File: config.mk
export PLATFORM = sky130hd
export DESIGN_NAME = btbcd_front_flat
export DESIGN_NICKNAME = d
export VERILOG_FILES = /design/src/design/binary_to_bcd_digit_sequencer_assert.svh /design/src/design/btbcd_pkg.sv /design/src/design/btbcd_if.sv /design/src/design/btbcd_front.sv /design/src/flat_wrapper.sv
export SDC_FILE = /design/constraint.sdc
export NUM_CORES = 1
export LEC_CHECK = 0
export BUFFER_PORTS_ARGS = -buffer_cell sky130_fd_sc_hd__buf_2
export CORE_UTILIZATION = 27
export DETAILED_ROUTE_END_ITERATION = 6
export GPL_ROUTABILITY_DRIVEN = 0
export PLACE_DENSITY = 0.83
export SLEW_MARGIN = 10
export SYNTH_ARGS = -nofsm -noshare
export SYNTH_HDL_FRONTEND = slang
export SYNTH_SLANG_ARGS = --single-unit
File: constraint.sdc
create_clock -name clock -period 2.5 [get_ports clock]
set_clock_uncertainty 0.05 [all_clocks]
set_input_delay 0.125 -clock clock [delete_from_list [all_inputs] [get_ports clock]]
set_output_delay 0.125 -clock clock [all_outputs]
set_load 0.02 [all_outputs]
File: src/design/binary_to_bcd_digit_sequencer_assert.svh
// ----------------------------------------------------------------------------
// Assertion macros for the binary to BCD digit sequencer
// Shared concurrent check forms. Each use samples on clock and is disabled
// during reset.
// ----------------------------------------------------------------------------
`ifndef BINARY_TO_BCD_DIGIT_SEQUENCER_ASSERT_SVH
`define BINARY_TO_BCD_DIGIT_SEQUENCER_ASSERT_SVH

// Condition implies consequence in the same cycle
`define BTBCD_ASSERT_SAME(name, ante, cons, msg) \
   name: assert property (@(posedge clock) disable iff (reset) (ante) |-> (cons)) \
      else $error(msg);

// Condition implies consequence in the next cycle
`define BTBCD_ASSERT_NEXT(name, ante, cons, msg) \
   name: assert property (@(posedge clock) disable iff (reset) (ante) |=> (cons)) \
      else $error(msg);

`endif

File: src/design/btbcd_pkg.sv
// ----------------------------------------------------------------------------
// Binary to BCD digit sequencer package
// Widths, limits, queue sizing and the transaction types shared by the design modules.
// ----------------------------------------------------------------------------
`default_nettype none

package btbcd_pkg;

   // Field widths
   localparam int VALUE_W = 32;
   localparam int CNT_W   = 4;
   localparam int BCD_W   = 4;
   localparam int POS_W   = 3;

   // Digit count limits
   localparam int MAX_DIGITS        = 8;
   localparam int DIGIT_COUNT_RESET = 3;

   // Divide by ten through a reciprocal multiply
   localparam int              DIV10_SHIFT = 35;
   localparam logic [VALUE_W-1:0] DIV10_RECIP = 32'hCCCC_CCCD;

   // Queue between front and back
   localparam int QUEUE_DEPTH = 2;
   localparam int QUEUE_PTR_W = (QUEUE_DEPTH > 1) ? $clog2(QUEUE_DEPTH) : 1;
   localparam int QUEUE_CNT_W = $clog2(QUEUE_DEPTH + 1);

   // One classified value waiting for the digit engine
   typedef struct packed {
      logic [VALUE_W-1:0] value;
      logic [CNT_W-1:0]   count;
   } entry_type;

   // Front to queue
   typedef struct packed {
      logic      push;
      entry_type entry;
   } queue_wr_type;

   // Queue to back
   typedef struct packed {
      logic      not_empty;
      entry_type entry;
   } queue_rd_type;

endpackage

`default_nettype wire

File: src/design/btbcd_if.sv
// ----------------------------------------------------------------------------
// Binary to BCD digit sequencer channel interfaces
// Valid/ready channels for the request values and the digit responses.
// ----------------------------------------------------------------------------
`default_nettype none

interface btbcd_req_if;
   logic                          valid;
   logic                          ready;
   logic [btbcd_pkg::VALUE_W-1:0] value;

   modport source (output valid, output value, input ready);
   modport sink   (input valid, input value, output ready);
endinterface


`default_nettype wire

File: src/design/btbcd_front.sv
// ----------------------------------------------------------------------------
// Binary to BCD front end
// Holds the digit count register, accepts request transactions, clamps the
// count and queues values that produce at least one digit.
// ----------------------------------------------------------------------------
`default_nettype none

module btbcd_front (
   input  wire logic                        clock,
   input  wire logic                        reset,
   btbcd_req_if.sink                        req,
   input  wire logic                        csr_write_enable,
   input  wire logic [btbcd_pkg::CNT_W-1:0] csr_write_data,
   input  wire logic                        queue_full,
   output btbcd_pkg::queue_wr_type          wr
);

   logic [btbcd_pkg::CNT_W-1:0] digit_count_ff;
   logic [btbcd_pkg::CNT_W-1:0] digit_count_in;
   logic [btbcd_pkg::CNT_W-1:0] eff_count;

   // Update the digit count register
   always_comb begin
      digit_count_in = digit_count_ff;
      if (csr_write_enable) begin
         digit_count_in = csr_write_data;
      end
   end

   always_ff @(posedge clock) begin
      if (reset) begin
         digit_count_ff <= btbcd_pkg::CNT_W'(btbcd_pkg::DIGIT_COUNT_RESET);
      end else begin
         digit_count_ff <= digit_count_in;
      end
   end

   // Clamp the count to the supported number of digits
   always_comb begin
      eff_count = digit_count_ff;
      if (digit_count_ff > btbcd_pkg::CNT_W'(btbcd_pkg::MAX_DIGITS)) begin
         eff_count = btbcd_pkg::CNT_W'(btbcd_pkg::MAX_DIGITS);
      end
   end

   // Accept while the queue has room; drop values with a zero count
   assign req.ready      = !queue_full;
   assign wr.push        = req.valid && !queue_full && (eff_count != '0);
   assign wr.entry.value = req.value;
   assign wr.entry.count = eff_count;

endmodule

`default_nettype wire

File: src/flat_wrapper.sv
// flat-port wrapper written by rule: the top's interface ports become plain ports
module btbcd_front_flat 
  (clock, reset, csr_write_enable, csr_write_data, queue_full, wr, req_valid, req_value, req_ready);
  btbcd_req_if req_i ();
  input  wire logic clock;
  input  wire logic reset;
  input  wire logic csr_write_enable;
  input  wire logic [btbcd_pkg::CNT_W-1:0] csr_write_data;
  input  wire logic queue_full;
  output btbcd_pkg::queue_wr_type wr;
  input wire logic [$bits(req_i.valid)-1:0] req_valid;
  input wire logic [$bits(req_i.value)-1:0] req_value;
  output wire logic [$bits(req_i.ready)-1:0] req_ready;
  assign req_i.valid = req_valid;
  assign req_i.value = req_value;
  assign req_ready = req_i.ready;
  btbcd_front u_core (.clock(clock), .reset(reset), .req(req_i), .csr_write_enable(csr_write_enable), .csr_write_data(csr_write_data), .queue_full(queue_full), .wr(wr));
endmodule
==> results_dict.tcl, run 1 <==
set metrics [dict create \
    status "finished, final reports clean" \
    cellPowerDensity_nw_per_um2 631 \
    via_per_inst 4.27 \
    cts_inserted_buffers 3 \
    cts_tree "built" \
    mostFrequentLayoutCells "buf_2 (14), dfxtp_1 (4), and2b_2 (3), clkbuf_4 (3)" \
    synth_cells 51 \
    worstReg2RegStart "u_core.digit_count_ff[0]" \
    grt_max_degree 7 \
    clockBufferDepth 2 \
    drt_iter0_markers 3 \
    cp_data_arrival_time_ps 1390 \
    firstDrtPassIters 2 \
    fmax_ghz 0.638 \
    yosysUniqueCellTypes 11 \
    ir_worst_vdd_uv 102 \
    cts_num_sinks 4 \
    worst-path-max-fanout 6 \
    min_path_cells 2 \
    drive_gt1_frac 0.571 \
    max-cap-violations 0 \
    p_leak_nw 0.154 \
    synthToLayoutAreaGrowth_pct -31.9 \
    crit_path_start_kind "flop" \
    top_regs "u_core.digit_count_ff (4)" \
    ys_seq_area_frac 0.186 \
    period_needed_ps 1570 \
    grt_use_total 0.0620 \
    dpl_worst_slack_ps 1160 \
    multi_input_area_um2 97.6 \
    rows 14 \
    ioPinCount 79 \
    antenna_found_initial 0 \
    finalWirelength_um 548 \
    wire_per_inst_um 10.7 \
    die_h_um 42.0 \
    num-fill-cells 182 \
    io_buffers 14 \
    timing.final.ws_setup_ps 933 \
    vias 218 \
    tightestPinTransition_ps 130 \
    holdBufCountCts 0 \
    crit_path_end_kind "output port" \
    hp-start "csr_write_data[1]" \
    reg2reg_slack_ps 1690 \
    largest_reg_flops 4 \
    final_common_cell "buf_2" \
    cts.clk_slew.worst_paths_ps 40 \
    drc 0 \
    diodes 0 \
    required_ps 2330 \
    post_cts_resized 0 \
    htree_levels 1 \
    die_x_um 42.0 \
    postCtsSetupRepairBufs 0 \
    ff_latch_area_um2 80.1 \
    slew_viol_final 0 \
    start_util 0.287 \
    relSlewSlack 0.911 \
    clock_latency_ps 230 \
    post-route-util 0.195 \
    hold_viol 0 \
    yosysWarningCount 0 \
    final.period_utilization 0.627 \
    grt_pass1_vias 179 \
    dpl.hpwl_um 428 \
    coreArea_um2 1510 \
    postRouteAntennaNets 0 \
    regMostFlops "u_core.digit_count_ff" \
    fin_tns_setup_ps 0 \
    cts_root_buf "clkbuf_4" \
    grt_overflow 0 \
    rsz0062_at_grt "no" \
    avgSynthCellArea_um2 8.46 \
    ys_ff_latch 4 \
    worst-setup-path-type "reg2out" \
    die_area_um2 1760 \
    r2r_cells 2 \
    hold_end "u_core.digit_count_ff[1]" \
    min_path_type "in2reg" \
    synth_nets 92 \
    setup_violations 0 \
    final_nets 78 \
    synthesis.area_um2 432 \
    worstReg2RegEnd "u_core.digit_count_ff[0]" \
    grt_pass1_wl_um 690 \
]
critical path: stages, from the launching register on:
cell and delay (ps):
dfxtp_1 330, or4_1 500, and3_1 180, buf_2 150
cell usage after synthesis:
cell | n | area (um^2)
and3_1 | 1 | 6.26
or4_1 | 1 | 7.51
buf_4 | 32 | 240
nor2_1 | 2 | 7.51
a211o_1 | 2 | 17.5
nor2b_1 | 2 | 12.5
dlygate4sd3_1 | 1 | 10.0
dfxtp_1 | 4 | 80.1
inv_1 | 1 | 3.75
and2b_2 | 3 | 26.3
mux2i_1 | 2 | 20.0
how the worst max path moves through the flow:
stage / depth (start not counted) / to / start / slack (ps)
final: 3 / wr[36] / u_core.digit_count_ff[3] / 930
after floorplan: 2 / wr[36] / u_core.digit_count_ff[3] / 1280
after global routing: 3 / wr[36] / u_core.digit_count_ff[3] / 860
after global placement: 3 / wr[36] / u_core.digit_count_ff[3] / 1200
after detailed placement: 3 / wr[36] / u_core.digit_count_ff[3] / 1160
after CTS: 3 / wr[36] / u_core.digit_count_ff[3] / 910
routing by layer:
layer	track usage	vias up	wire, um
li1	-	98	-
met1	0.0399	97	174
met2	0.0750	17	248
met3	0.0517	6	103
met4	0.116	0	23
met5	0	-	0
metrics by stage:
step                total power, mW  area, um^2  hold WS [ps]  instances
floorplan                     0.168         432           147         51
global placement              0.108         272           200         48
detailed placement            0.108         272           200         48
CTS                           0.190         294          44.7         51
global route                  0.197         294          52.4         51
finish                        0.185         294          51.1         51
layout make-up:
type | count | share of cell area
clock buffers | 3 | 0.0766
inverters | 1 | 0.0128
multi-input cells | 13 | 0.332
flip-flops and latches | 4 | 0.272
well taps | 16 | 0.0681
repair buffers | 14 | 0.238
kinds of logic (layout without fill, tap and decap cells):
logic type	after synthesis	in the layout	synth area share
AOI/OAI and AO/OA	2	2	0.0406
and+or+nand+nor	9	9	0.139
DFF	4	4	0.186
buffers and inverters	34	18	0.588
muxes	2	2	0.0464
power breakdown:
part / switching [mW] / internal, mW / total, mW
logic: 0.0181 / 0.0173 / 0.0354
clock network: 0.0252 / 0.0536 / 0.0788
registers: 0.00279 / 0.0684 / 0.0712
total: 0.0460 / 0.139 / 0.185
Note: power is estimated with default switching activity, not from simulation.
==> inputs of run 2 (changes only) <==
Settings changed: CORE_UTILIZATION 27 to 25, PLACE_DENSITY 0.83 to 0.77.
Clock period 2.5 ns to 1.5 ns, I/O delays scaled along.
==> run 2 against run 1 <==
Compared with the run above:
- the flow now finishes with violations (DRC)
- clock power is 66% higher
- via count is 6.0% higher
- non-clock buffer count is 3 higher
- hold slack worse by 40 ps
- combinational power is 93% higher
- final area is 12% higher
- power is 72% higher
- global-route usage is 0.58 points higher
- flip-flop and latch count stayed put
- die area is 7.6% higher
- critical path depth stayed put
==> results_dict.tcl, run 2 (same netlist as run 1, synthesis figures left out) <==
set metrics [dict create \
    status "finished, violations left" \
    violations "DRC" \
    worst-setup-path-type "reg2out" \
    top_regs "u_core.digit_count_ff (4)" \
    finalWirelength_um 582 \
    num-fill-cells 181 \
    final_common_cell "buf_2" \
    min_path_cells 2 \
    grt_pass1_wl_um 855 \
    cp_slowest_cell "or4_1" \
    period_needed_ps 1460 \
    wire_per_inst_um 10.8 \
    synthToLayoutAreaGrowth_pct -23.5 \
    antenna_found_initial 0 \
    grt_pass1_vias 218 \
    worst-path-max-fanout 3 \
    rows 14 \
    diodes 0 \
    firstDrtPassIters 5 \
    drt_iter0_markers 14 \
    grt_overflow 0 \
    p_total_mw 0.318 \
    dpl.hpwl_um 433 \
    clockBufferDepth 2 \
    cts_tree "built" \
    die_x_um 43.6 \
    worstReg2RegEnd "u_core.digit_count_ff[0]" \
    mostFrequentLayoutCells "buf_2 (13), and2b_2 (3), clkbuf_4 (3)" \
    largest_reg_flops 4 \
    grt_use_total 0.0678 \
    ir_worst_vdd_uv 128 \
    hold_ws_ps 11.1 \
    relSlewSlack 0.916 \
    critical_path_buf_inv_count 1 \
    reg2reg_slack_ps 690 \
    crit_path_start_kind "flop" \
    die_h_um 43.6 \
    postRouteAntennaNets 0 \
    r2r_cells 2 \
    cts.clk_slew.worst_paths_ps 40 \
    crit_path_cell_trace "or4_1 -> and3_1 -> buf_6" \
    slew_viol_final 0 \
    hold_end "u_core.digit_count_ff[1]" \
    cellPowerDensity_nw_per_um2 963 \
    io_buffers 14 \
    regMostFlops "u_core.digit_count_ff" \
    final_area_um2 330 \
    fin_tns_setup_ps 0 \
    htree_levels 1 \
    die_area_um2 1900 \
    drc 12 \
    coreArea_um2 1560 \
    slowest_delay_ps 500 \
    final_nets 81 \
    rsz0062_at_grt "no" \
    fmax_ghz 0.686 \
    required_ps 1370 \
    p_leak_nw 0.170 \
    cts_root_buf "clkbuf_4" \
    crit_path_end_kind "output port" \
    start_util 0.277 \
    drive_gt1_frac 0.605 \
    tightestPinTransition_ps 122 \
    cts_num_sinks 4 \
    place_area_um2 272 \
    final.period_utilization 0.972 \
    vias 231 \
    cts_inserted_buffers 3 \
    cp_data_arrival_time_ps 1330 \
    setup_violations 0 \
    via_per_inst 4.28 \
    max-cap-violations 0 \
    grt_max_degree 7 \
    ioPinCount 79 \
    hold_viol 0 \
    min_path_type "in2reg" \
    critical-path-top-delay-family "simple AND/OR/NAND/NOR gates" \
    hp-start "csr_write_data[1]" \
    clock_latency_ps 230 \
    worstReg2RegStart "u_core.digit_count_ff[0]" \
]
==> run 2: cell count changes in the layout (fill, tap and decap cells not counted) <==
cell           delta
dfxtp_1           -2
dfxtp_2           +2
dlygate4sd3_1     +2
buf_2             -1
buf_4             +1
buf_6             +1
==> run 2: report_power, final <==
group          switching (mW)  internal [mW]
clock                  0.0418         0.0893
sequential            0.00401          0.115
combinational          0.0324         0.0360
==> run 2: how the worst max path moves through the flow <==
stage / from / endpoint / slack (ps) / cells after the start
4_1_cts: u_core.digit_count_ff[2] / wr[36] / 20 / 3
3_5_place_dp: u_core.digit_count_ff[3] / wr[36] / 220 / 3
6_report: u_core.digit_count_ff[2] / wr[36] / 40 / 3
2_1_floorplan: u_core.digit_count_ff[3] / wr[36] / 330 / 2
3_3_place_gp: u_core.digit_count_ff[3] / wr[36] / 240 / 3
5_1_grt: u_core.digit_count_ff[2] / wr[36] / 10 / 3
==> run 2: per-layer routing <==
metal / vias to the layer above / routed length, um / share of wire / global-route usage
met5: - / 0 / 0 / 0
met4: 0 / 5 / 0.0086 / 0.100
met3: 2 / 116 / 0.20 / 0.0667
met2: 20 / 284 / 0.49 / 0.0866
met1: 106 / 176 / 0.30 / 0.0455
li1: 103 / - / - / -
==> run 2: cell type report <==
type / count / area [um^2] / area share
repair buffers: 17 / 104 / 0.314
well taps: 16 / 20.0 / 0.0606
clock buffers: 3 / 22.5 / 0.0682
inverters: 1 / 3.75 / 0.0114
flip-flops and latches: 4 / 82.6 / 0.250
multi-input cells: 13 / 97.6 / 0.295
==> run 2: what timing repair did <==
item,in CTS,in global routing
buffers inserted,1,0
endpoints found under the hold margin,3,0
endpoints found under the setup margin,1,1
hold buffers,2,0
pin swaps,1,0
resized for setup,2,2
==> run 2: through the flow <==
step | instances | util | setup WS, ps
3_5_place_dp | 48 | 0.174 | 224
5_1_grt | 54 | 0.212 | 13.2
6_report | 54 | 0.212 | 42.3
4_1_cts | 54 | 0.209 | 18.7
2_1_floorplan | 51 | - | 333
3_3_place_gp | 48 | 0.174 | 242
