$ cat src/design/binary_to_bcd_digit_sequencer_assert.svh
// ----------------------------------------------------------------------------
// Assertion macros for the binary to BCD digit sequencer
// Shared concurrent check forms. Each use samples on clock and is disabled
// during reset.
// ----------------------------------------------------------------------------
`ifndef BINARY_TO_BCD_DIGIT_SEQUENCER_ASSERT_SVH
`define BINARY_TO_BCD_DIGIT_SEQUENCER_ASSERT_SVH

// Condition implies consequence in the same cycle
`define BTBCD_ASSERT_SAME(name, ante, cons, msg) \
   name: assert property (@(posedge clock) disable iff (reset) (ante) |-> (cons)) \
      else $error(msg);

// Condition implies consequence in the next cycle
`define BTBCD_ASSERT_NEXT(name, ante, cons, msg) \
   name: assert property (@(posedge clock) disable iff (reset) (ante) |=> (cons)) \
      else $error(msg);

`endif

$ cat src/design/btbcd_pkg.sv
// ----------------------------------------------------------------------------
// Binary to BCD digit sequencer package
// Widths, limits, queue sizing and the transaction types shared by the design modules.
// ----------------------------------------------------------------------------
`default_nettype none

package btbcd_pkg;

   // Field widths
   localparam int VALUE_W = 32;
   localparam int CNT_W   = 4;
   localparam int BCD_W   = 4;
   localparam int POS_W   = 3;

   // Digit count limits
   localparam int MAX_DIGITS        = 8;
   localparam int DIGIT_COUNT_RESET = 3;

   // Divide by ten through a reciprocal multiply
   localparam int              DIV10_SHIFT = 35;
   localparam logic [VALUE_W-1:0] DIV10_RECIP = 32'hCCCC_CCCD;

   // Queue between front and back
   localparam int QUEUE_DEPTH = 2;
   localparam int QUEUE_PTR_W = (QUEUE_DEPTH > 1) ? $clog2(QUEUE_DEPTH) : 1;
   localparam int QUEUE_CNT_W = $clog2(QUEUE_DEPTH + 1);

   // One classified value waiting for the digit engine
   typedef struct packed {
      logic [VALUE_W-1:0] value;
      logic [CNT_W-1:0]   count;
   } entry_type;

   // Front to queue
   typedef struct packed {
      logic      push;
      entry_type entry;
   } queue_wr_type;

   // Queue to back
   typedef struct packed {
      logic      not_empty;
      entry_type entry;
   } queue_rd_type;

endpackage

`default_nettype wire

$ cat src/design/btbcd_queue.sv
// ----------------------------------------------------------------------------
// Binary to BCD decoupling queue
// Short FIFO of classified values between the front end and the digit engine.
// ----------------------------------------------------------------------------
`default_nettype none
`include "binary_to_bcd_digit_sequencer_assert.svh"

module btbcd_queue (
   input  wire logic                    clock,
   input  wire logic                    reset,
   input  wire btbcd_pkg::queue_wr_type wr,
   input  wire logic                    pop,
   output btbcd_pkg::queue_rd_type      rd,
   output logic                         full
);

   localparam logic [btbcd_pkg::QUEUE_PTR_W-1:0] PtrLast =
      btbcd_pkg::QUEUE_PTR_W'(btbcd_pkg::QUEUE_DEPTH - 1);
   localparam logic [btbcd_pkg::QUEUE_CNT_W-1:0] CntFull =
      btbcd_pkg::QUEUE_CNT_W'(btbcd_pkg::QUEUE_DEPTH);

   btbcd_pkg::entry_type                entry_ff [btbcd_pkg::QUEUE_DEPTH];
   logic [btbcd_pkg::QUEUE_PTR_W-1:0]   wr_ptr_ff;
   logic [btbcd_pkg::QUEUE_PTR_W-1:0]   wr_ptr_in;
   logic [btbcd_pkg::QUEUE_PTR_W-1:0]   rd_ptr_ff;
   logic [btbcd_pkg::QUEUE_PTR_W-1:0]   rd_ptr_in;
   logic [btbcd_pkg::QUEUE_CNT_W-1:0]   count_ff;
   logic [btbcd_pkg::QUEUE_CNT_W-1:0]   count_in;
   logic                                do_pop;

   assign full         = (count_ff == CntFull);
   assign rd.not_empty = (count_ff != '0);
   assign rd.entry     = entry_ff[rd_ptr_ff];
   assign do_pop       = pop && rd.not_empty;

   // Advance pointers and occupancy
   always_comb begin
      wr_ptr_in = wr_ptr_ff;
      rd_ptr_in = rd_ptr_ff;
      count_in  = count_ff;
      if (wr.push) begin
         wr_ptr_in = (wr_ptr_ff == PtrLast) ? '0 : wr_ptr_ff + 1'b1;
      end
      if (do_pop) begin
         rd_ptr_in = (rd_ptr_ff == PtrLast) ? '0 : rd_ptr_ff + 1'b1;
      end
      case ({wr.push, do_pop})
         2'b10:   count_in = count_ff + 1'b1;
         2'b01:   count_in = count_ff - 1'b1;
         default: count_in = count_ff;
      endcase
   end

   always_ff @(posedge clock) begin
      if (reset) begin
         wr_ptr_ff <= '0;
         rd_ptr_ff <= '0;
         count_ff  <= '0;
      end else begin
         wr_ptr_ff <= wr_ptr_in;
         rd_ptr_ff <= rd_ptr_in;
         count_ff  <= count_in;
      end
   end

   // Store the pushed entry
   always_ff @(posedge clock) begin
      if (wr.push) begin
         entry_ff[wr_ptr_ff] <= wr.entry;
      end
   end

   `BTBCD_ASSERT_SAME(a_queue_no_overflow, wr.push, !full, "push into full queue")
   `BTBCD_ASSERT_SAME(a_queue_count_range, 1'b1, count_ff <= CntFull,
                      "queue count out of range")
   `BTBCD_ASSERT_NEXT(a_queue_push_visible, wr.push, rd.not_empty,
                      "pushed entry not visible")

endmodule

`default_nettype wire

$ cat config.mk
export PLATFORM = sky130hd
export DESIGN_NAME = btbcd_queue
export DESIGN_NICKNAME = d
export VERILOG_FILES = /design/src/design/btbcd_pkg.sv /design/src/design/btbcd_queue.sv
export VERILOG_INCLUDE_DIRS = /design/src /design/src/design
export SDC_FILE = /design/constraint.sdc
export NUM_CORES = 1
export LEC_CHECK = 0
export BUFFER_PORTS_ARGS = -buffer_cell sky130_fd_sc_hd__buf_2
export CORE_ASPECT_RATIO = 0.9
export CORE_MARGIN = 2
export CORE_UTILIZATION = 55
export CTS_CLUSTER_DIAMETER = 30
export DETAILED_ROUTE_END_ITERATION = 8
export PLACE_DENSITY = 0.85
export SYNTH_ARGS = -nofsm -noshare
export SYNTH_HDL_FRONTEND = slang
export SYNTH_SLANG_ARGS = --single-unit
$ cat constraint.sdc
create_clock -name clock -period 4.7 [get_ports clock]
set_input_delay 0.47 -clock clock [delete_from_list [all_inputs] [get_ports clock]]
set_output_delay 0.47 -clock clock [all_outputs]
set_load 0.02 [all_outputs]
==> flow_results.org, run 1 <==
** Pwr
- For this design the ratio of total power to cell area is 509 nW/um^2.
- VDD sags by at most 0.423 mV.
- For this design the static power due to leakage is 0.00132 uW.

** Hold path
- Hold worst-path end :: entry_ff[1][17]
- Counting instances, the worst hold path has a depth of 1.
- In this run the worst hold path is classified as in2reg.
- The startpoint identified for the worst hold timing path is wr[17].

** Worst setup path
- The worst setup path is of the reg2out kind.
- The worst register-to-register path has a setup slack of 3.15 ns.
- In this run the critical register-to-register path is launched from wr_ptr_ff.
- Peak fanout along the critical path :: 36
- Data on the critical path is required at its endpoint by 4.23 ns.
- The worst register-to-register path ends at entry_ff[0][16].
- For the worst flop-to-flop path, the logic depth is 1.
- STA classifies the critical path endpoint as a primary output.
- STA puts the critical path data arrival time at 1.61 ns.
- Setup crit start kind :: flop

** Clock network
- The later pin in the worst-skew pair is clocked with a latency of 0.32 ns.
- TritonCTS built the clock tree.
- Library cell used as clock root buffer :: sky130_fd_sc_hd__clkbuf_8
- Longest Clk Path Bufs :: 2
- After clock tree synthesis, the setup repair step added 0 buffers.
- Clock transition at the registers of the reported paths :: 0.07 ns
- Clock tree synthesis found a total of 77 sinks.
- For this design, the CTS-stage hold fixing added 0 buffers.
- Post-cts gate resize count :: 0
- TritonCTS created 9 clock buffers.
- CTS built an H-tree with a depth of 3.

** GRT
- Across every metal layer, demand over resource in global routing totals 0.165.
- Entering global routing, the biggest net connects 37 pins.
- Global routing finished with a remaining overflow of 0.
- The via count of the first global-routing pass is 1485.
- Number of antenna violations at the first check in global routing :: 0
- Wire length of the first global-routing pass :: 6860 microns

** Floorplanning
- I/O pin count :: 78
- The initial utilization of the core area, before any placement, comes to 0.576.
- In this run the core area contains 24 standard-cell rows.
- Die X-Extent :: 79.2 microns
- Die area :: 5680 sq um
- Core Footprint :: 4860 sq um
- From bottom edge to top edge, the die measures 71.7 microns.

** Timing
- Worst Tran Pin Value :: 1.02 ns
- Number of setup violations in the final report :: 0
- Measured against its own limit, the worst slew margin works out to 0.315.
- Based on the critical path, the design can be clocked at up to 481 MHz.
- Post-Route Skew :: 0.00533 ns
- Minimum clock period :: 2.08 ns
- The final-report hold violation count was 0.
- Summed over all failing endpoints, the final setup total negative slack is 0 ns.
- Setup repair after global routing left no endpoint under its margin.
- Final number of max-transition violations :: 0
- In the finished design, the share of the clock period the worst path needs comes to 0.442.

** Logic synthesis
- Fraction of synthesis flops using an asynchronous set or reset pin :: 0
- Top area cells in the synthesized netlist :: sky130_fd_sc_hd__edfxtp_1 77%, sky130_fd_sc_hd__mux2_2 14%, sky130_fd_sc_hd__dfxtp_1 3.6%
- Fraction of synthesized cell area taken by the top area cell type :: 0.771
- Arithmetic-cell share of the synthesized area counting full adders, half adders and majority gates :: 0.00446
- Most frequently used cell type in the post-synthesis netlist :: sky130_fd_sc_hd__edfxtp_1
- Part of the Yosys area used for sequential elements :: 0.807
- Yosys mapped a number of flops with a built-in enable equal to 72.
- Counting distinct cell types in the post-synthesis netlist gives 16.
- Counting flops and latches in the post-synthesis netlist gives 77.
- In this run the cell area of the synthesized design comes to 2800 sq um.
- Of the total synthesized cell area, the portion taken by AND, OR, NAND and NOR gates is 0.0165.
- Of the total synthesized cell area, the portion taken by XOR and XNOR cells is 0.0125.
- Commonest cells in the netlist :: 72 x sky130_fd_sc_hd__edfxtp_1, 36 x sky130_fd_sc_hd__mux2_2, 5 x sky130_fd_sc_hd__dfxtp_1, 5 x sky130_fd_sc_hd__nor2_1, 4 x sky130_fd_sc_hd__buf_2
- The area fraction in compound gates after synthesis is 0.00625.
- Prevailing post-synth register cell :: sky130_fd_sc_hd__edfxtp_1
- Warnings, synthesis :: 0
- Measured against the total synthesized area, the mux share comes to 0.145.
- After technology mapping, the gate count stands at 135.
- Avg Inst Size Synth :: 20.8 sq um
- Yosys top cell by area :: sky130_fd_sc_hd__edfxtp_1
- Largest family of logic cells by synthesized area :: multiplexers
- Synthesized Nets :: 176

** Placement
- In this run the tool buffered the top-level ports with 77 buffer cells.
- Placed instance area :: 3270 sq um
- Detailed placement ended at an HPWL of 2910 microns.
- Routability-driven placement finished with a final weighted congestion of 0.722.

** Detailed routing
- Detailed-route DRC error count :: 0
- The pre-antenna-repair detailed-routing pass consisted of 4 iterations.
- Using the TritonRoute via totals, the vias-per-cell ratio works out to 4.95.
- WL per Instance :: 15.4 microns
- In this run, the number of DRC markers left after iteration 0 of detailed routing was 50.
- Final antenna-violating net count :: 0
- Via count of the routed design :: 1435
- Total wirelength of the detailed-routed design :: 4470 microns

** Finish
- Final design area excluding fillers :: 3470 sq um
- Diodes inserted :: 0
- Of the cells placed in the final design, the portion with a size suffix greater than 1 is 0.578.
- Area added between synthesis and finish :: 23.8%
- Net count, final :: 261

** Status
- The run finished with clean final reports.

** Run
- Max Cap Viol :: 0
## where the power goes
part	leakage (uW)	switching, uW	total, uW	internal, uW
sequential	0.000717	20.3	828	808
clock	0.000103	208	499	291
combinational	0.000495	250	439	189
total	0.00132	478	1770	1290
## stage by stage
step | hold WS [ns] | total power [uW] | std cells | util | worst slack, ns
4_1_cts | 0.315 | 1780 | 290 | 0.713 | 2.61
6_report | 0.331 | 1770 | 290 | 0.713 | 2.62
3_3_place_gp | 0.495 | 1280 | 274 | 0.671 | 2.86
3_5_place_dp | 0.505 | 1290 | 274 | 0.671 | 2.84
2_1_floorplan | 0.470 | 1160 | 135 | - | 2.23
5_1_grt | 0.312 | 1840 | 290 | 0.713 | 2.53
## flip-flops by register name, summed over array words and instances, names as in the netlist, named ones only
| name | count |
|---|---|
| rd_ptr_ff | 1 |
| wr_ptr_ff | 1 |
| entry_ff | 72 |
| count_ff | 2 |
## per-layer routing
layer / track usage / routed length, microns
met5: 0 / 0
met4: 0.0920 / 53
met3: 0.0315 / 169
met2: 0.282 / 2380
met1: 0.200 / 1880
## logic make-up after synthesis
group	count (synthesis)
AOI/OAI and AO/OA	3
xor gates and xnor gates	4
adders and majority gates	1
buffers and inverters	5
DFF	77
muxes	36
and+or+nand+nor	9
## layout make-up
class	count	area [sq um]
clock buffer	9	124
clock inverter	7	80.1
fill	329	1400
inverter	1	3.75
multi-input combinational	53	526
sequential	77	2260
tap	65	81.3
timing repair buffer	78	393
## worst max-delay path: stages (launching register included)
cell and delay (ns):
sky130_fd_sc_hd__dfxtp_1 0.31, sky130_fd_sc_hd__buf_4 0.39, sky130_fd_sc_hd__mux2_2 0.40, sky130_fd_sc_hd__buf_2 0.16
## cells in the final DEF, fill, tap and decap left out, types with 2 or more instances in the layout
cell / Yosys / routed
sky130_fd_sc_hd__nor2_1: 5 / 4
sky130_fd_sc_hd__buf_2: 4 / 77
sky130_fd_sc_hd__clkbuf_8: 0 / 9
sky130_fd_sc_hd__dfxtp_1: 5 / 5
sky130_fd_sc_hd__xnor2_1: 3 / 3
sky130_fd_sc_hd__clkinv_1: 0 / 4
sky130_fd_sc_hd__bufinv_16: 0 / 2
sky130_fd_sc_hd__edfxtp_1: 72 / 72
sky130_fd_sc_hd__mux2_2: 36 / 36
## how the worst max path moves through the flow
stage          slack [ns]         endpoint  cells after the start
2_1_floorplan        2.23   entry_ff[0][0]                      2
6_report             2.62           rd[18]                      3
3_3_place_gp         2.86  entry_ff[0][13]                      3
4_1_cts              2.61           rd[25]                      3
5_1_grt              2.53           rd[22]                      3
3_5_place_dp         2.84   entry_ff[0][9]                      3
Note: power is estimated with default switching activity, not from simulation.
==> inputs of run 2 (changes only) <==
--- a/config.mk
+++ b/config.mk
@@ -9,10 +9,10 @@
 export BUFFER_PORTS_ARGS = -buffer_cell sky130_fd_sc_hd__buf_2
 export CORE_ASPECT_RATIO = 0.9
 export CORE_MARGIN = 2
-export CORE_UTILIZATION = 55
+export CORE_UTILIZATION = 46
 export CTS_CLUSTER_DIAMETER = 30
 export DETAILED_ROUTE_END_ITERATION = 8
-export PLACE_DENSITY = 0.85
+export PLACE_DENSITY = 0.76
 export SYNTH_ARGS = -nofsm -noshare
 export SYNTH_HDL_FRONTEND = slang
 export SYNTH_SLANG_ARGS = --single-unit
==> constraint.sdc (replaced) <==
create_clock -name clock -period 1.71 [get_ports clock]
set_input_delay 0.171 -clock clock [delete_from_list [all_inputs] [get_ports clock]]
set_output_delay 0.171 -clock clock [all_outputs]
set_load 0.02 [all_outputs]
==> run 2 against run 1 <==
Effect of this change:
- clock skew fell by 0.0022 ns
- register-to-register slack worse by 2.9 ns
- global-route usage shrank 1.6 points
- via count rose by 5.6%
- first-iteration DRC count rose by 12%
- combinational power rose to 2.9 times the previous value
- critical path depth is the same
- sequential power grew to 2.8 times the previous value
- count of clock-buffer cells in the layout grew 1
- clock power rose by 110%
- non-clock buffer count increased by 15
- hold slack lost 0.30 ns
- critical endpoint is now rd[6]
- largest power group unchanged
==> flow_results.org, run 2 (same netlist as run 1, synthesis figures left out) <==
** Timing
- Minimum clock period :: 1.61 ns
- The final-report hold violation count is 0 (unchanged).
- The number of max-slew violations in the final report was 0 (unchanged).
- Setup repair after global routing missed its margin :: no (unchanged)
- Worst slew margin relative to its limit :: 0.823 (was 0.315)
- Worst slack on hold paths :: 0.0271 ns (was 0.331 ns)
- Final-layout setup total negative slack :: 0 ns (unchanged)
- Worst Tran Pin Value :: 0.266 ns (was 1.02 ns)
- Based on the critical path, the design can be clocked at up to 620 MHz.
- The final number of setup-violating endpoints was 0 (unchanged).
- The clock tree skew after final layout was 0.00313 ns (was 0.00533 ns).
- The setup slack after layout is 0.0963 ns (was 2.62 ns).
- Final worst-path cycle share :: 0.944

** Run
- Max Cap Viol :: 0 (unchanged)

** Worst setup path
- Peak fanout along the critical path :: 17 (was 36)
- The type of the worst setup path is reg2out (unchanged).
- Type of element capturing the critical path :: primary output (unchanged)
- Worst path top cell family by delay :: buffers and inverters (unchanged)
- The startpoint kind of the worst setup timing path is a flop (unchanged).
- The biggest cell delay along the critical path came to 0.37 ns (was 0.40 ns).
- Worst path bufs/invs :: 2 (unchanged)
- Data required, critical path :: 1.54 ns (was 4.23 ns)
- Worst endpoint data arrival time :: 1.44 ns (was 1.61 ns)
- Master of the slowest instance on the critical path :: sky130_fd_sc_hd__mux2_2 (unchanged)
- Cells along the critical path :: buf_4 > mux2_2 > buf_2 (unchanged)

** Placement
- Count of buffers from port buffering :: 77 (unchanged)
- The post-placement worst setup slack came to 0.275 ns (was 2.84 ns).
- Final weighted congestion in routability-driven placement :: 0.670 (was 0.722)
- The total half-perimeter wirelength after legalization and detailed placement was 3220 microns (was 2910 microns).

** Detailed routing
- The routed wire length is 4830 microns (was 4470 microns).
- The number of nets with antenna violations after detailed routing came to 0 (unchanged).
- The number of detailed-routing iterations run before antenna repair came to 5 (was 4).
- Drt first-iter violations :: 56 (was 50)
- The via count is 1516 (was 1435).
- WL per Instance :: 15.7 microns (was 15.4 microns)
- The residual DRC count was 0 (unchanged).
- The average via count per standard cell was 4.92 (was 4.95).

** Clock network
- CTS tree :: yes (unchanged)
- Level count of the clock H-tree :: 3 (unchanged)
- The library cell used as clock root buffer is sky130_fd_sc_hd__clkbuf_8 (unchanged).
- Clock transition at the registers of the reported paths :: 0.07 ns (about the same)
- Number of sinks driven by the clock tree :: 77 (unchanged)
- Post-CTS Setup Bufs :: 0 (unchanged)
- Number of CTS-inserted buffers :: 9 (unchanged)
- The latest clock arrival within the worst-skew pair came to 0.33 ns (was 0.32 ns).
- Longest Clk Path Bufs :: 2 (unchanged)

** GRT
- Maximum number of pins on one net before global-route repair :: 20 (was 37)
- Number of antenna violations at the first check in global routing :: 0 (unchanged)
- Wire length of the first global-routing pass :: 7270 microns (was 6860 microns)
- GRT Residual Overflow :: 0 (unchanged)
- The via count of the first global-routing pass is 1560 (was 1485).
- GR Util All Layers :: 0.150 (was 0.165)

** Finish
- The layout overhead on the synthesized area was 27.0% (was 23.8%).
- The flip-flop count of the largest register after layout is 72 (unchanged).
- The layout net count came to 276 (was 261).
- Most frequent cells in the layout :: 77 x sky130_fd_sc_hd__buf_2, 72 x sky130_fd_sc_hd__edfxtp_1, 36 x sky130_fd_sc_hd__mux2_2, 10 x sky130_fd_sc_hd__dlygate4sd3_1, 9 x sky130_fd_sc_hd__clkbuf_8 (was 77 x sky130_fd_sc_hd__buf_2, 72 x sky130_fd_sc_hd__edfxtp_1, 36 x sky130_fd_sc_hd__mux2_2, 9 x sky130_fd_sc_hd__clkbuf_8, 5 x sky130_fd_sc_hd__dfxtp_1)
- Fraction of layout cells with a size suffix above 1 :: 0.567 (was 0.578)
- Largest regs :: entry_ff: 72 flops, count_ff: 2 flops (unchanged)
- Most common library cell in the layout ignoring fill and taps :: sky130_fd_sc_hd__buf_2 (unchanged)
- Register ranked first by flip-flop count :: entry_ff (unchanged)
- Diodes inserted :: 0 (unchanged)
- The share of the core filled with cells in the final layout came to 0.615 (was 0.713).
- Number of fill cells :: 465 (was 329)

** Floorplanning
- Core Footprint :: 5790 sq um (was 4860 sq um)
- The starting density of the core is 0.484 (was 0.576).
- Std-Cell Rows :: 26 (was 24)
- Die Y-Extent :: 78.1 microns (was 71.7 microns)
- The die footprint came to 6730 sq um (was 5680 sq um).
- I/O pin count :: 78 (unchanged)
- Die X-Extent :: 86.3 microns (was 79.2 microns)

** Pwr
- Total power divided by cell area :: 1290 nW/um^2 (was 509 nW/um^2)
- The post-route total power is 4590 uW (was 1770 uW).
- The worst-case vdd ir drop is 0.654 mV (was 0.423 mV).
- The standby leakage power came to 0.00136 uW (was 0.00132 uW).

** Hold path
- The kind of path behind the tightest hold check was in2reg (unchanged).

** Status
- Run status :: complete, no violations (unchanged)
run 2: changes by cell type in the layout (fill, tap and decap cells not counted), sizes merged:
cell,delta
clkinv,-1
bufinv,-2
buf,+5
clkbuf,+1
dlygate4sd3,+10
run 2: cell type report:
cell class / instances / area, sq um / share of cell area
Inverter: 1 / 3.75 / 0.00105
Clock buffer: 10 / 128 / 0.0359
Sequential cell: 77 / 2260 / 0.636
Multi-Input combinational cell: 53 / 526 / 0.148
Timing Repair Buffer: 93 / 534 / 0.150
Tap cell: 70 / 87.6 / 0.0246
Clock inverter: 4 / 17.5 / 0.00492
run 2: stage by stage:
step                instances  area [sq um]
global placement          284          3310
CTS                       298          3460
detailed placement        284          3310
finish                    308          3560
global route              308          3560
floorplan                 135          2810
run 2: worst reg2reg max path, stage by stage (launching register included):
cell and delay, ns:
sky130_fd_sc_hd__dfxtp_1 0.36, sky130_fd_sc_hd__o21a_1 0.22, sky130_fd_sc_hd__ha_1 0.31, sky130_fd_sc_hd__or3_1 0.35, sky130_fd_sc_hd__a21oi_1 0.14
run 2: worst paths after layout:
kind,depth (start not counted),to,from,slack (ns)
max reg2reg,4,count_ff[1],count_ff[0],0.26
min,1,entry_ff[0][30],wr[30],0.03
max,3,rd[6],flop,0.1
min reg2reg,2,rd_ptr_ff,rd_ptr_ff,0.52
run 2: routing by layer:
metal,wire (microns),track usage,vias to the layer above,part of all wire
met5,0,0,-,0
met4,42,0.0594,0,0.0087
met3,337,0.0778,6,0.070
met2,2510,0.241,59,0.52
met1,1940,0.169,733,0.40
li1,-,-,718,-
run 2: repair_timing:
action                                 CTS  global route
resized for setup                        0             1
setup endpoints to repair                0            11
hold buffers                             0            10
endpoints found under the hold margin    0            18
run 2: power breakdown:
part / switching [uW] / internal (uW)
Clock: 551 / 495
Sequential: 58.9 / 2220
Combinational: 706 / 561
Total: 1320 / 3280
==> inputs of run 3 (changes only) <==
--- a/config.mk
+++ b/config.mk
@@ -13,6 +13,7 @@
 export CTS_CLUSTER_DIAMETER = 30
 export DETAILED_ROUTE_END_ITERATION = 8
 export PLACE_DENSITY = 0.76
+export REMOVE_ABC_BUFFERS = 1
 export SYNTH_ARGS = -nofsm -noshare
 export SYNTH_HDL_FRONTEND = slang
 export SYNTH_SLANG_ARGS = --single-unit
==> run 3 against run 2 <==
Effect of this change:
- count of clock-buffer cells in the layout did not move
- via count increased by 2.8%
- final area rose by 5.4%
- highest routed layer unchanged
- routed wire length up 0.56%
- combinational power barely moved
- first-iteration DRC count increased by 11%
- worst setup slack better by 0.0067 ns
- cell count increased by 3.9%
- sequential power about the same
- hold slack lost 0.0035 ns
- critical path type unchanged
- largest power group unchanged
==> flow_results.org, run 3 (same netlist as run 1, synthesis figures left out) <==
** Status
- Run status: complete, no violations (unchanged).

** Detailed routing
- The DRC violation total after the first TritonRoute iteration was 62 (was 56).
- The via count was 1559 (was 1516).
- The residual DRC count came to 0 (unchanged).
- The routed wire length came to 4860 microns (was 4830 microns).
- WL per Instance :: 15.2 microns (was 15.7 microns)
- The average via count per standard cell is 4.87 (was 4.92).
- Detailed-routing iteration count for the pre-antenna-repair pass :: 4 (was 5)
- The number of nets with antenna violations after detailed routing came to 0 (unchanged).

** Worst setup path
- The data arrival time of the critical path is 1.44 ns (about the same).
- Data required, critical path :: 1.54 ns (about the same)
- Setup crit start kind :: flop (unchanged)
- The type of the worst setup path was reg2out (unchanged).
- Type of element capturing the critical path :: primary output (unchanged)
- Peak fanout along the critical path :: 22 (was 17)
- The worst reg2reg path depth was 4 (unchanged).

** Pwr
- The part of the power in the clock network is 0.308 (was 0.228).
- Total power divided by cell area :: 1370 nW/um^2 (was 1290 nW/um^2)
- Max rail drop VDD :: 1.10 mV (was 0.654 mV)
- The switching power as a share of total power came to 0.267 (was 0.286).
- The sequential share of power was 0.443 (was 0.496).
- The post-route total power came to 5140 uW (was 4590 uW).
- The standby leakage power came to 0.00144 uW (was 0.00136 uW).
- Combinational cell fraction of total power :: 0.249 (was 0.276)
- The net load switching power came to 1370 uW (was 1320 uW).
- The internal power contribution is 3760 uW (was 3280 uW).

** Clock network
- The number of buffers added by the clock tree synthesis step is 9 (unchanged).
- Longest Clk Path Bufs :: 2 (unchanged)
- Level count of the clock H-tree :: 3 (unchanged)
- Number of sinks driven by the clock tree :: 77 (unchanged)
- Worst skew pair latency :: 0.34 ns (was 0.33 ns)
- Clock transition at the registers of the reported paths :: 0.07 ns (about the same)
- CTS tree :: yes (unchanged)
- The library cell used as clock root buffer is sky130_fd_sc_hd__clkbuf_8 (unchanged).

** Timing
- Final-layout setup total negative slack :: 0 ns (unchanged)
- Final number of hold-violating endpoints :: 0 (unchanged)
- Final worst-path cycle share :: 0.940 (was 0.944)
- The remaining max-slew budget at the tightest pin came to 0.767 (was 0.823).
- Number of setup violations in the final report :: 0 (unchanged)
- Peak clock frequency supported by timing :: 622 MHz (was 620 MHz)
- The clock tree skew after final layout is 0.00563 ns (was 0.00313 ns).
- The shortest period the worst path allows came to 1.61 ns (about the same).
- Worst Tran Pin Value :: 0.349 ns (was 0.266 ns)
- Final number of max-transition violations :: 0 (unchanged)
- Setup repair after global routing missed its margin :: no (unchanged)
- Slack of the critical path :: 0.103 ns (was 0.0963 ns)

** Floorplanning
- The number of primary I/O pins came to 78 (unchanged).
- Std-Cell Rows :: 26 (unchanged)
- Die X-Extent :: 86.3 microns (unchanged)
- Initial Util :: 0.484 (unchanged)
- The die boundary height is 78.1 microns (unchanged).
- The die footprint was 6730 sq um (unchanged).
- Core Footprint :: 5790 sq um (unchanged)

** Finish
- The number of diodes added for antenna fixing is 0 (unchanged).
- The count of filler cells inserted in the layout is 435 (was 465).
- Largest regs :: entry_ff: 72 flops, count_ff: 2 flops (unchanged)
- Most common library cell in the layout ignoring fill and taps :: sky130_fd_sc_hd__buf_2 (unchanged)
- Net count, final :: 286 (was 276)
- Most frequent cells in the layout :: 77 x sky130_fd_sc_hd__buf_2, 72 x sky130_fd_sc_hd__edfxtp_1, 36 x sky130_fd_sc_hd__mux2_2, 20 x sky130_fd_sc_hd__dlygate4sd3_1, 9 x sky130_fd_sc_hd__clkbuf_8 (was 77 x sky130_fd_sc_hd__buf_2, 72 x sky130_fd_sc_hd__edfxtp_1, 36 x sky130_fd_sc_hd__mux2_2, 10 x sky130_fd_sc_hd__dlygate4sd3_1, 9 x sky130_fd_sc_hd__clkbuf_8)
- The count of placed standard cells in the final layout, fillers left out was 320 (was 308).
- The layout overhead on the synthesized area is 33.9% (was 27.0%).
- Register ranked first by flip-flop count :: entry_ff (unchanged)
- The multi-input logic area is 526 sq um (unchanged).
- Final design area excluding fillers :: 3750 sq um (was 3560 sq um)
- The sequential cell area came to 2260 sq um (unchanged).
- The flip-flop count of the largest register after layout was 72 (unchanged).
- The share of cells above drive strength 1 was 0.556 (was 0.567).

** Run
- Max Cap Viol :: 0 (unchanged)

** GRT
- The largest net degree at the start of global routing is 26 (was 20).
- The global-route usage over all layers came to 0.148 (was 0.150).
- The number of antenna violations at the first check in global routing came to 0 (unchanged).
- GRT Residual Overflow :: 0 (unchanged)
- The via count of the first global-routing pass came to 1600 (was 1560).
- Wire length of the first global-routing pass :: 7400 microns (was 7270 microns)

** Placement
- Placed cells :: 284 (unchanged)
- Count of buffers from port buffering :: 77 (unchanged)
- The post-placement worst setup slack is 0.275 ns (about the same).
- Placed instance area :: 3310 sq um (unchanged)
- Final weighted congestion in routability-driven placement :: 0.715 (was 0.670)
- Post-DP HPWL :: 2980 microns (was 3220 microns)

** Hold path
- Path class of the lowest-slack min-delay path :: in2reg (unchanged)
- Hold Path Cell Cnt :: 1 (unchanged)
-- run 3: cell types whose count changed in the layout (fill, tap and decap cells not counted), sizes merged --
cell         change
clkinv           -2
clkinvlp         +1
dlygate4sd3     +10
bufinv           +3
-- run 3: final timing paths --
check               from  slack [ns]               to
min               wr[17]        0.02  entry_ff[0][17]
max reg2reg  count_ff[0]        0.27      count_ff[1]
max                 flop        0.10           rd[29]
min reg2reg  count_ff[1]        0.53      count_ff[1]
-- run 3: what timing repair did --
action                                  in CTS  in global routing
hold buffers                                13                  7
endpoints found under the hold margin       24                 13
endpoints found under the setup margin       0                 22
gates resized for setup                      0                  1
setup buffers                                0                  0
-- run 3: final cells by class --
class,instances,share of cell area
Sequential cell,77,0.603
Timing Repair Buffer,103,0.169
Multi-Input combinational cell,53,0.140
Clock buffer,10,0.0340
Clock inverter,6,0.0297
Tap cell,70,0.0233
Inverter,1,0.00100
-- run 3: critical path, stage by stage, from the launching register on --
cell,delay [ns]
sky130_fd_sc_hd__dfxtp_2,0.33
sky130_fd_sc_hd__buf_6,0.22
sky130_fd_sc_hd__mux2_2,0.37
sky130_fd_sc_hd__buf_2,0.16
-- run 3: per-layer routing --
layer,share of wire,wire length (microns),vias up,GRT usage
met1,0.40,1940,750,0.166
met2,0.51,2490,62,0.250
met3,0.074,361,9,0.0757
met5,0,0,-,0
li1,-,-,738,-
met4,0.013,61,0,0.0406
-- run 3: power by group through the flow --
stage	logic [uW]	clock network, uW	registers [uW]
after floorplan	777	0	2380
after global placement	1230	0	2310
after detailed placement	1250	0	2320
after CTS	1280	1630	2280
after global routing	1370	1700	2290
final	1280	1580	2280
-- run 3: metrics by stage --
step | util | hold WS (ns)
after floorplan | - | 0.240
after global placement | 0.572 | 0.358
after detailed placement | 0.572 | 0.363
after CTS | 0.635 | 0.000152
after global routing | 0.648 | 0.00197
final | 0.648 | 0.0235
